--- src/rtl/motor_feedback_multiturn_tracker_assert.svh ---
// Assertion macros for the multi-turn tracker.
`ifndef MOTOR_FEEDBACK_MULTITURN_TRACKER_ASSERT_SVH
`define MOTOR_FEEDBACK_MULTITURN_TRACKER_ASSERT_SVH
`ifndef SYNTHESIS
// Same-cycle implication.
`define MFT_ASSERT_IMP(label, clk, rst_n, ante, cons) \
	label: assert property (@(posedge clk) disable iff (!rst_n) (ante) |-> (cons)) \
		else $error("tracker assertion failed");
// Next-cycle implication.
`define MFT_ASSERT_NXT(label, clk, rst_n, ante, cons) \
	label: assert property (@(posedge clk) disable iff (!rst_n) (ante) |=> (cons)) \
		else $error("tracker assertion failed");
`else
`define MFT_ASSERT_IMP(label, clk, rst_n, ante, cons)
`define MFT_ASSERT_NXT(label, clk, rst_n, ante, cons)
`endif
`endif

--- src/rtl/mft_pkg.sv ---
// Types and constants shared by the multi-turn tracker modules.
package mft_pkg;

	localparam int MOTORS_PER_BUS = 8;
	localparam int BUS_COUNT      = 2;
	localparam int SLOTS          = MOTORS_PER_BUS * BUS_COUNT;
	localparam int SLOT_W         = (SLOTS > 1) ? $clog2(SLOTS) : 1;

	localparam logic [16:0] HALF_TURN  = 17'd4096;
	localparam int          TURN_SHIFT = 13;  // 8192 counts per turn
	localparam logic [7:0]  FC_MAX     = 8'hFF;

	localparam logic [10:0] BASE_ID_RESET      = 11'd513;
	localparam logic [7:0]  CALIB_FRAMES_RESET = 8'd50;

	localparam int CFG_IDX_W  = 1;
	localparam int CFG_DATA_W = 11;
	localparam logic [CFG_IDX_W-1:0] REG_BASE_ID      = 1'd0;
	localparam logic [CFG_IDX_W-1:0] REG_CALIB_FRAMES = 1'd1;

	localparam int QDEPTH = 2;

	typedef struct packed {
		logic        bus;
		logic [10:0] std_id;
		logic [15:0] angle_word;
		logic [15:0] speed_word;
		logic [15:0] current_word;
		logic [7:0]  temperature;
	} in_t;

	typedef struct packed {
		logic               out_bus;
		logic [2:0]         motor_index;
		logic [15:0]        angle;
		logic [15:0]        speed;
		logic [15:0]        current;
		logic [7:0]         temp_out;
		logic signed [31:0] turn_count;
		logic signed [31:0] unwrapped_angle;
		logic               calibrating;
	} out_t;

	typedef struct packed {
		logic [10:0] base_id;
		logic [7:0]  calib_frames;
	} cfg_t;

	typedef struct packed {
		logic              bus;
		logic [SLOT_W-1:0] slot;
		logic [2:0]        motor_index;
		logic [15:0]       angle_word;
		logic [15:0]       speed_word;
		logic [15:0]       current_word;
		logic [7:0]        temperature;
	} q_entry_t;

	typedef struct packed {
		logic full;
		logic empty;
	} q_stat_t;

endpackage

--- src/rtl/motor_feedback_multiturn_tracker.sv ---
// Top level of the motor feedback multi-turn tracker.
// Takes decoded feedback frames at up to one transfer per clock while
// frame_stall is low and returns, for each frame whose identifier falls in
// base_id..base_id+7 on a known bus, one result with the passed-through
// payload, the signed turn count and the multi-turn angle (turns*8192 +
// angle - offset, mod 2^32). Frames outside the window are taken and
// dropped without a result. The result passes through the two-entry queue,
// written by the filter at the input transfer, and the result register,
// loaded by the back end when it pops the entry; there the per-motor state
// (sixteen entries held in flip-flops, cleared by reset) is read and written
// in the same cycle, so frames for the same motor may follow each other back
// to back. The sustained rate is one frame per cycle while result_stall is
// low, limited by that single read-modify-write of the motor table. The
// first calib_frames+1 frames of a motor capture its zero offset and flag
// calibrating; the frame counter saturates at 255. Configuration is written
// by the user via cfg_wen/cfg_index/cfg_wdata while no frame is in flight (not enforced).
`include "motor_feedback_multiturn_tracker_assert.svh"

module motor_feedback_multiturn_tracker (
	input  logic                               clk,
	input  logic                               arst_n,
	input  logic                               frame_valid,
	output logic                               frame_stall,
	input  mft_pkg::in_t                       frame,
	output logic                               result_valid,
	input  logic                               result_stall,
	output mft_pkg::out_t                      result,
	input  logic                               cfg_wen,
	input  logic [mft_pkg::CFG_IDX_W-1:0]      cfg_index,
	input  logic [mft_pkg::CFG_DATA_W-1:0]     cfg_wdata
);
	import mft_pkg::*;

	cfg_t     cfg_q;
	q_stat_t  q_stat;
	q_entry_t push_entry;
	q_entry_t pop_entry;
	logic     push;
	logic     pop;

	// Configuration registers: plain writes, no read-back.
	always_ff @(posedge clk or negedge arst_n) begin
		if (!arst_n) begin
			cfg_q.base_id      <= BASE_ID_RESET;
			cfg_q.calib_frames <= CALIB_FRAMES_RESET;
		end else if (cfg_wen) begin
			unique case (cfg_index)
				REG_BASE_ID:      cfg_q.base_id      <= cfg_wdata[10:0];
				REG_CALIB_FRAMES: cfg_q.calib_frames <= cfg_wdata[7:0];
				default: ;
			endcase
		end
	end

	// Front end: identifier filter and slot selection.
	mft_front u_front (
		.frame_valid (frame_valid),
		.frame_stall (frame_stall),
		.frame       (frame),
		.cfg         (cfg_q),
		.q_stat      (q_stat),
		.push        (push),
		.entry       (push_entry)
	);

	// Decouples the input transfer from a stalled result.
	mft_queue u_queue (
		.clk      (clk),
		.arst_n   (arst_n),
		.push     (push),
		.wr_entry (push_entry),
		.pop      (pop),
		.rd_entry (pop_entry),
		.stat     (q_stat)
	);

	// Back end: turn tracking and result register.
	mft_back u_back (
		.clk          (clk),
		.arst_n       (arst_n),
		.cfg          (cfg_q),
		.entry        (pop_entry),
		.q_stat       (q_stat),
		.pop          (pop),
		.result_valid (result_valid),
		.result_stall (result_stall),
		.result       (result)
	);

	// A frame pushed into the queue leaves it non-empty.
	`MFT_ASSERT_NXT(a_push_not_empty, clk, arst_n, push, !q_stat.empty)
	// Every pop loads the result register.
	`MFT_ASSERT_NXT(a_pop_loads_result, clk, arst_n, pop, result_valid)
	// A calibrating frame sits on a whole-turn boundary.
	`MFT_ASSERT_IMP(a_cal_whole_turn, clk, arst_n, result_valid && result.calibrating,
		result.unwrapped_angle[TURN_SHIFT-1:0] == '0)

endmodule

--- src/rtl/mft_front.sv ---
// Front end: takes frames, filters by identifier window and builds queue entries.
module mft_front (
	input  logic             frame_valid,
	output logic             frame_stall,
	input  mft_pkg::in_t     frame,
	input  mft_pkg::cfg_t    cfg,
	input  mft_pkg::q_stat_t q_stat,
	output logic             push,
	output mft_pkg::q_entry_t entry
);
	import mft_pkg::*;

	logic [10:0] diff;
	logic        hit;

	assign diff = frame.std_id - cfg.base_id;
	assign hit  = (32'(frame.bus) < BUS_COUNT) && (frame.std_id >= cfg.base_id)
		&& (32'(diff) < MOTORS_PER_BUS);

	assign frame_stall = q_stat.full;
	assign push        = frame_valid && !q_stat.full && hit;

	always_comb begin
		entry.bus          = frame.bus;
		entry.slot         = SLOT_W'(32'(frame.bus) * MOTORS_PER_BUS + 32'(diff));
		entry.motor_index  = diff[2:0];
		entry.angle_word   = frame.angle_word;
		entry.speed_word   = frame.speed_word;
		entry.current_word = frame.current_word;
		entry.temperature  = frame.temperature;
	end

endmodule

--- src/rtl/mft_queue.sv ---
// Two-entry queue between front end and back end.
module mft_queue (
	input  logic              clk,
	input  logic              arst_n,
	input  logic              push,
	input  mft_pkg::q_entry_t wr_entry,
	input  logic              pop,
	output mft_pkg::q_entry_t rd_entry,
	output mft_pkg::q_stat_t  stat
);
	import mft_pkg::*;

	localparam int PTR_W = (QDEPTH > 1) ? $clog2(QDEPTH) : 1;
	localparam int CNT_W = $clog2(QDEPTH + 1);

	q_entry_t             entry_q [QDEPTH];
	logic [PTR_W-1:0]     wr_ptr_q;
	logic [PTR_W-1:0]     rd_ptr_q;
	logic [CNT_W-1:0]     count_q;

	function automatic logic [PTR_W-1:0] ptr_inc(input logic [PTR_W-1:0] p);
		ptr_inc = (32'(p) == QDEPTH - 1) ? '0 : p + 1'b1;
	endfunction

	always_ff @(posedge clk or negedge arst_n) begin
		if (!arst_n) begin
			wr_ptr_q <= '0;
			rd_ptr_q <= '0;
			count_q  <= '0;
		end else begin
			if (push)
				wr_ptr_q <= ptr_inc(wr_ptr_q);
			if (pop)
				rd_ptr_q <= ptr_inc(rd_ptr_q);
			if (push && !pop)
				count_q <= count_q + 1'b1;
			else if (pop && !push)
				count_q <= count_q - 1'b1;
		end
	end

	always_ff @(posedge clk) begin
		if (push)
			entry_q[wr_ptr_q] <= wr_entry;
	end

	assign rd_entry   = entry_q[rd_ptr_q];
	assign stat.full  = (32'(count_q) == QDEPTH);
	assign stat.empty = (count_q == '0);

endmodule

--- src/rtl/mft_back.sv ---
// Back end: per-motor turn tracking, offset capture and result register.
module mft_back (
	input  logic              clk,
	input  logic              arst_n,
	input  mft_pkg::cfg_t     cfg,
	input  mft_pkg::q_entry_t entry,
	input  mft_pkg::q_stat_t  q_stat,
	output logic              pop,
	output logic              result_valid,
	input  logic              result_stall,
	output mft_pkg::out_t     result
);
	import mft_pkg::*;

	logic [15:0] last_q  [SLOTS];
	logic [15:0] off_q   [SLOTS];
	logic [31:0] turn_q  [SLOTS];
	logic [7:0]  fc_q    [SLOTS];

	logic        valid_q;
	out_t        res_q;

	logic [15:0] last_rd, off_rd, off_new;
	logic [31:0] turn_rd, turn_new, total;
	logic [7:0]  fc_rd, fc_new;
	logic        cal, up_jump, down_jump;

	assign pop = !q_stat.empty && (!valid_q || !result_stall);

	always_comb begin
		last_rd   = last_q[entry.slot];
		off_rd    = off_q[entry.slot];
		turn_rd   = turn_q[entry.slot];
		fc_rd     = fc_q[entry.slot];
		cal       = fc_rd <= cfg.calib_frames;
		fc_new    = (fc_rd == FC_MAX) ? fc_rd : fc_rd + 8'd1;
		up_jump   = {1'b0, entry.angle_word} > ({1'b0, last_rd} + HALF_TURN);
		down_jump = ({1'b0, entry.angle_word} + HALF_TURN) < {1'b0, last_rd};
		if (cal)
			turn_new = turn_rd;
		else if (up_jump)
			turn_new = turn_rd - 32'd1;
		else if (down_jump)
			turn_new = turn_rd + 32'd1;
		else
			turn_new = turn_rd;
		off_new = cal ? entry.angle_word : off_rd;
		total   = {turn_new[31-TURN_SHIFT:0], TURN_SHIFT'(0)}
			+ 32'(entry.angle_word) - 32'(off_new);
	end

	always_ff @(posedge clk or negedge arst_n) begin
		if (!arst_n) begin
			for (int i = 0; i < SLOTS; i++) begin
				last_q[i] <= '0;
				off_q[i]  <= '0;
				turn_q[i] <= '0;
				fc_q[i]   <= '0;
			end
			valid_q <= 1'b0;
		end else begin
			if (pop) begin
				last_q[entry.slot] <= entry.angle_word;
				off_q[entry.slot]  <= off_new;
				turn_q[entry.slot] <= turn_new;
				fc_q[entry.slot]   <= fc_new;
				valid_q            <= 1'b1;
			end else if (!result_stall) begin
				valid_q <= 1'b0;
			end
		end
	end

	always_ff @(posedge clk) begin
		if (pop) begin
			res_q.out_bus         <= entry.bus;
			res_q.motor_index     <= entry.motor_index;
			res_q.angle           <= entry.angle_word;
			res_q.speed           <= entry.speed_word;
			res_q.current         <= entry.current_word;
			res_q.temp_out        <= entry.temperature;
			res_q.turn_count      <= turn_new;
			res_q.unwrapped_angle <= total;
			res_q.calibrating     <= cal;
		end
	end

	assign result_valid = valid_q;
	assign result       = res_q;

endmodule
--- config.mk ---
export PLATFORM = sky130hd
export DESIGN_NAME = motor_feedback_multiturn_tracker
export DESIGN_NICKNAME = d
export VERILOG_FILES = /design/src/rtl/mft_pkg.sv /design/src/rtl/motor_feedback_multiturn_tracker.sv /design/src/rtl/mft_front.sv /design/src/rtl/mft_queue.sv /design/src/rtl/mft_back.sv
export VERILOG_INCLUDE_DIRS = /design/src /design/src/rtl
export SDC_FILE = /design/constraint.sdc
export NUM_CORES = 2
export LEC_CHECK = 0
export BUFFER_PORTS_ARGS = -buffer_cell sky130_fd_sc_hd__buf_2
export CAP_MARGIN = 10
export CELL_PAD_IN_SITES_DETAIL_PLACEMENT = 1
export CELL_PAD_IN_SITES_GLOBAL_PLACEMENT = 1
export CORE_AREA = 2 2 364 402
export DETAILED_ROUTE_END_ITERATION = 10
export DIE_AREA = 0 0 366 404
export PLACE_DENSITY = 0.68
export SYNTH_ARGS = -nofsm -noshare
export SYNTH_HDL_FRONTEND = slang
export SYNTH_HIERARCHICAL = 1
export SYNTH_SLANG_ARGS = --single-unit
--- constraint.sdc ---
create_clock -name clk -period 15.91 [get_ports clk]
set_input_delay 0 -clock clk [delete_from_list [all_inputs] [get_ports clk]]
set_output_delay 0 -clock clk [all_outputs]
set_load 0.01 [all_outputs]
Word-level counts from Yosys, hierarchy flattened --
Memory sizes are Yosys's and may differ from the RTL's. Cells that the tools add are included.
Word-level totals: output and inout port bits 127, bits in registers 1301, bits in writable memories 128, bits in read-only memories 0, memories 1, latch bits 0
Cells by class: magnitude comparators 7, shift operators 0, eq/ne operators 3, $mul 0, add/subtract/negate cells 13, divide/modulo/power cells 0, muxes and demuxes 35, reduce and logical (&&, ||, !) cells 18, bitwise logic cells 2
Memory list:
- u_queue.entry_q | words 2, width 64, rd ports 1, clocked after Yosys merged registers in 0, write ports 1, RTL line mft_queue.sv:16 | q_entry_t entry_q [QDEPTH];
Operators with widths (number):
- $bwmux W256 | 2
- $bwmux W512 | 1
- $mux W32 | 6
- $bmux W16 S4 | 2
- $bmux W32 S4 | 1
- $bwmux W128 | 1
- $demux W32 S4 | 1
- $mux W16 | 6
- $demux W16 S4 | 1
- $add A16 B13 Y17 const B | 2
- $add A32 B1 Y32 const B | 1
- $add A32 B16 Y32 | 1
- $bmux W8 S4 | 1
- $demux W8 S4 | 1
- $mux W8 | 4
- $sub A32 B1 Y32 const B | 1
- $sub A32 B16 Y32 | 1
- $gt A16 B17 Y1 | 1
- $lt A17 B16 Y1 | 1
- $ge A11 B11 Y1 | 1
- $lt A11 B4 Y1 const B | 1
- $sub A11 B11 Y11 | 1
- $add A8 B1 Y8 const B | 1
- $eq A8 B8 Y1 const B | 1
- 19 further kinds | 38

Depth between registers and ports, before layout --
An unclocked memory read counts as a cell.
word-level depth 11, mapped depth 41

Hierarchy --
The synthesis kept the hierarchy.
By module, submodules not included:
- mft_back | instances 1, area an instance 57426.3 sq um, cells an instance 4681
- mft_queue | instances 1, area an instance 5011.1 sq um, cells an instance 215
- mft_front | instances 1, area an instance 1066.0 sq um, cells an instance 148
- motor_feedback_multiturn_tracker | instances 1, area an instance 773.2 sq um, cells an instance 41

Worst setup path after synthesis --
Ideal clock, no wire load.
path kind flip-flop to flip-flop, start reg u_queue.rd_ptr_q, end reg u_back.res_q (netlist bit u_back/result[31]), data pin, setup slack 6.903 ns, stages on the path, launching flop included 39, data arrival time 8.748 ns, cells stage by stage dfrtp_1 > buf_6 > buf_6 > mux2_4 > buf_2 > buf_2 > buf_1 > clkbuf_1 > buf_1 > clkbuf_1 > clkbuf_1 > clkbuf_1 > mux4_2 > mux4_2 > inv_1 > ha_1 > nand3_1 > or3_1 > (+3 left out) > buf_2 > buf_1 > a31oi_1 > a211oi_1 > xnor2_1 > clkbuf_1 > inv_1 > ha_1 > and2_1 > or2_2 > a21oi_1 > o21bai_1 > a21o_1 > a21o_1 > a21oi_1 > o21ai_0 > o311a_1 > a211o_1
RTL lines:
- start: declaration | RTL line mft_queue.sv:18 | logic [PTR_W-1:0] rd_ptr_q;
- start signal: assignment | RTL line mft_queue.sv:34 | rd_ptr_q <= ptr_inc(rd_ptr_q);
- end: declaration | RTL line mft_back.sv:21 | out_t res_q;

==> flow_metrics.py <==
metrics = {
    "layout": {
        "final_nets": 5443,
        "layout_commonest_cell": "dfrtp_1",
        "layout-drive-gt1-share": 0.246,
        "syn_to_final_growth_pct": 14.0,
        "post-route-util": 0.510,
        "fillers": 14500,
        "final_cells": 7315,
        "layout_common_cells": "1170 x dfrtp_1, 914 x nand2_1, 849 x o21ai_0",
    },
    "detailed_routing": {
        "routedWlPerCell_um": 25.2,
        "drc": 0,
        "wirelength_um": 185000,
        "dr.pass1.iters": 5,
        "drt-initial-drc-count": 2567,
        "final_antenna_net_count": 0,
        "vias_per_cell": 5.70,
        "num_vias": 41671,
    },
    "power": {
        "pwr_density_cell_nw_per_um2": 213,
        "netSwitchingFraction": 0.370,
        "p_switching_mw": 5.76,
        "leakage_nw": 32.0,
        "clock_power_share": 0.232,
        "ir_drop_uv": 136,
        "pwr-share-seq": 0.372,
        "pwr-share-comb": 0.395,
        "p_int_mw": 9.83,
    },
    "min_path": {
        "min_delay_path_depth": 3,
        "min_from": "cfg_wdata[3]",
        "hold_path.class": "in -> reg",
        "min_to": "cfg_q[3]$_DFFE_PN0P_",
    },
    "worst_setup_path": {
        "reg2reg_setup_slack_ps": 5690,
        "reg2reg_from": "u_queue/rd_ptr_q$_DFFE_PN0P_",
        "crit_top_cell": "buf_4",
        "r2r_cells": 25,
        "path_class": "reg -> reg",
        "path_depth": 25,
        "critPathCaptureType": "flop",
        "crit_buf_inv": 5,
        "crit_fanout": 85,
        "max_stage_delay_ps": 870,
        "critPathRequiredTime_ps": 16440,
        "crit_slowest_cell": "buf_4",
        "arrival_ps": 10750,
        "cp-start-kind": "flop",
        "cp_top_family": "compound AO/OA/AOI/OAI gates",
        "r2r-end": "u_back/result[31]$_DFFE_PP_",
    },
    "floorplanning": {
        "coreArea_um2": 144000,
        "num_rows": 146,
        "start_util": 0.448,
        "io_pins": 212,
        "die_h_um": 404,
        "die_x_um": 366,
        "die_area_um2": 148000,
    },
    "synthesis": {
        "synth_edf_count": 253,
        "yosys_warnings": 6,
        "yosysUniqueCellTypes": 86,
        "synthArstFlopShare": 0.823,
        "yosys_most_used_dff": "dfrtp_1",
        "synth_seq_cells": 1429,
        "synthCells": 5085,
        "syn_nets": 5263,
        "syn-cell-area_um2": 64300,
        "synth_area_per_cell_um2": 12.6,
        "yosysSeqAreaShare": 0.576,
    },
    "timing": {
        "fin_crit_sh": 0.642,
        "rsz0062_at_grt": "false",
        "slew_headroom": 0.177,
        "fin_skew_ps": 32.1,
        "clock.fmax_mhz": 97.9,
        "period_needed_ps": 10220,
        "hold_violations": 0,
        "finalSetupViolCount": 0,
        "worst_slew_pin_slew_ps": 1200,
        "drv_slew": 0,
        "timing.setup.tns_ps": 0,
    },
    "placement": {
        "dp.cells": 6868,
        "portBuffers": 211,
        "gp_congestion": 0.832,
        "dp_hpwl_um": 103000,
    },
    "clock_tree": {
        "clockRootBuffer": "clkbuf_16",
        "cts_tree": "done",
        "insertion_delay_ps": 810,
        "numCtsBuffers": 155,
        "clkSlewWorstSetupHoldPaths_ps": 60,
        "clock_sinks": 1429,
        "postCtsSetupRepairBufs": 0,
        "clock_path_buffers": 3,
        "cts_max_level": 4,
    },
    "grt": {
        "grt_overflow_total": 0,
        "grt_max_degree": 176,
        "grt_pass1_wl_um": 287000,
        "grt_util_all_layers": 0.253,
        "antenna_found_initial": 2,
        "grt_pass1_vias": 45959,
    },
    "flow_run": {
        "max-cap-violations": 0,
    },
    "outcome": {
        "outcome": "completed",
    },
}
## cell type report
class / count / area (um^2) / area share
flip-flops and latches: 1429 / 37000 / 0.506
multi-input cells: 3109 / 24900 / 0.340
clock buffers: 231 / 4510 / 0.0616
repair buffers: 472 / 3490 / 0.0476
well taps: 1924 / 2410 / 0.0329
clock inverters: 51 / 568 / 0.00775
inverters: 98 / 368 / 0.00502
diodes: 1 / 2.50 / 0.0000342
## worst min-delay path, delay by kind of cell
kind	cells	cell delay, ps
buffers and inverters	2	690
multiplexers	1	150
## cells in the mapped netlist (all sizes together), types with 7 or more instances
cell type / n / area, um^2
a21oi: 53 / 265
and2: 8 / 50.1
a211oi: 8 / 65.1
clkbuf: 277 / 1040
a22oi: 19 / 143
mux2i: 20 / 200
buf: 172 / 1160
inv: 98 / 368
nor2: 58 / 234
xor2: 26 / 228
nor3: 18 / 90.1
nor4: 8 / 71.3
dfrtp: 1171 / 29300
o21ai: 891 / 4490
a22o: 8 / 70.1
nor2b: 13 / 88.8
edfxtp: 253 / 7600
ha: 88 / 1100
and3: 10 / 62.6
mux2: 373 / 4430
o21bai: 9 / 67.6
nand4: 19 / 119
a31oi: 7 / 43.8
nand3: 31 / 160
xnor2: 50 / 438
or2: 7 / 43.8
mux4: 343 / 7730
nand2: 931 / 3500
a21o: 21 / 158
## worst max-delay path by stage
stage / start / to / slack (ps)
floorplan: u_queue/rd_ptr_q$_DFFE_PN0P_ / u_back/result[31]$_DFFE_PP_ / 6900
global placement: u_queue/rd_ptr_q$_DFFE_PN0P_ / u_back/result[31]$_DFFE_PP_ / 5870
detailed placement: u_queue/rd_ptr_q$_DFFE_PN0P_ / u_back/result[31]$_DFFE_PP_ / 5650
CTS: u_queue/rd_ptr_q$_DFFE_PN0P_ / u_back/result[31]$_DFFE_PP_ / 5640
global route: u_queue/rd_ptr_q$_DFFE_PN0P_ / u_back/result[31]$_DFFE_PP_ / 5200
finish: u_queue/rd_ptr_q$_DFFE_PN0P_ / u_back/result[31]$_DFFE_PP_ / 5690
## layer usage
metal	wire length, um	vias to the layer above	track usage
met5	18	-	0
met4	4210	4	0.0689
met3	8110	256	0.0405
met2	92700	898	0.438
met1	79500	22026	0.333
li1	-	18487	-
## state kept, by name, summed over array words and instances, names as in the netlist
register	flops
u_back/last_q	256
u_queue/count_q	2
u_back/result	125
u_queue/rd_ptr_q	1
cfg_q	19
u_queue/wr_ptr_q	1
u_back/turn_q	512
u_back/result_valid	1
u_queue/entry_q	128
u_back/off_q	256
u_back/fc_q	128
## metrics by stage
stage | hold slack (ps) | setup slack (ps) | instance area, um^2 | total power [mW]
final | 87.7 | 5690 | 73300 | 15.6
after global routing | 79.8 | 5200 | 73300 | 16.6
after CTS | 1.99 | 5640 | 73200 | 15.7
after detailed placement | 150 | 5650 | 66500 | 12.0
after global placement | 158 | 5870 | 66500 | 11.7
after floorplan | -296 | 6900 | 64300 | 9.98
## kinds of logic after synthesis
family          count (synthesis)  share of synthesized area
xor+xnor                       76                     0.0104
mux                           736                      0.192
simple gates                 1131                     0.0723
fa+ha+maj                      93                     0.0187
compound gates               1073                     0.0903
buf+inv                       547                     0.0399
flops                        1429                      0.576
## repair_timing
item                      CTS  global route
gates resized for setup     0             0
hold endpoints to repair  263             0
hold buffers              158             0
## power by group through the flow
stage          registers (mW)  clock network (mW)  logic [mW]
2_1_floorplan            5.70                   0        4.28
3_3_place_gp             5.78                   0        5.95
3_5_place_dp             5.84                   0        6.11
4_1_cts                  5.79                3.70        6.19
5_1_grt                  5.95                3.84        6.77
6_report                 5.80                3.63        6.17
No activity file was read; power rests on OpenSTA's default activity.
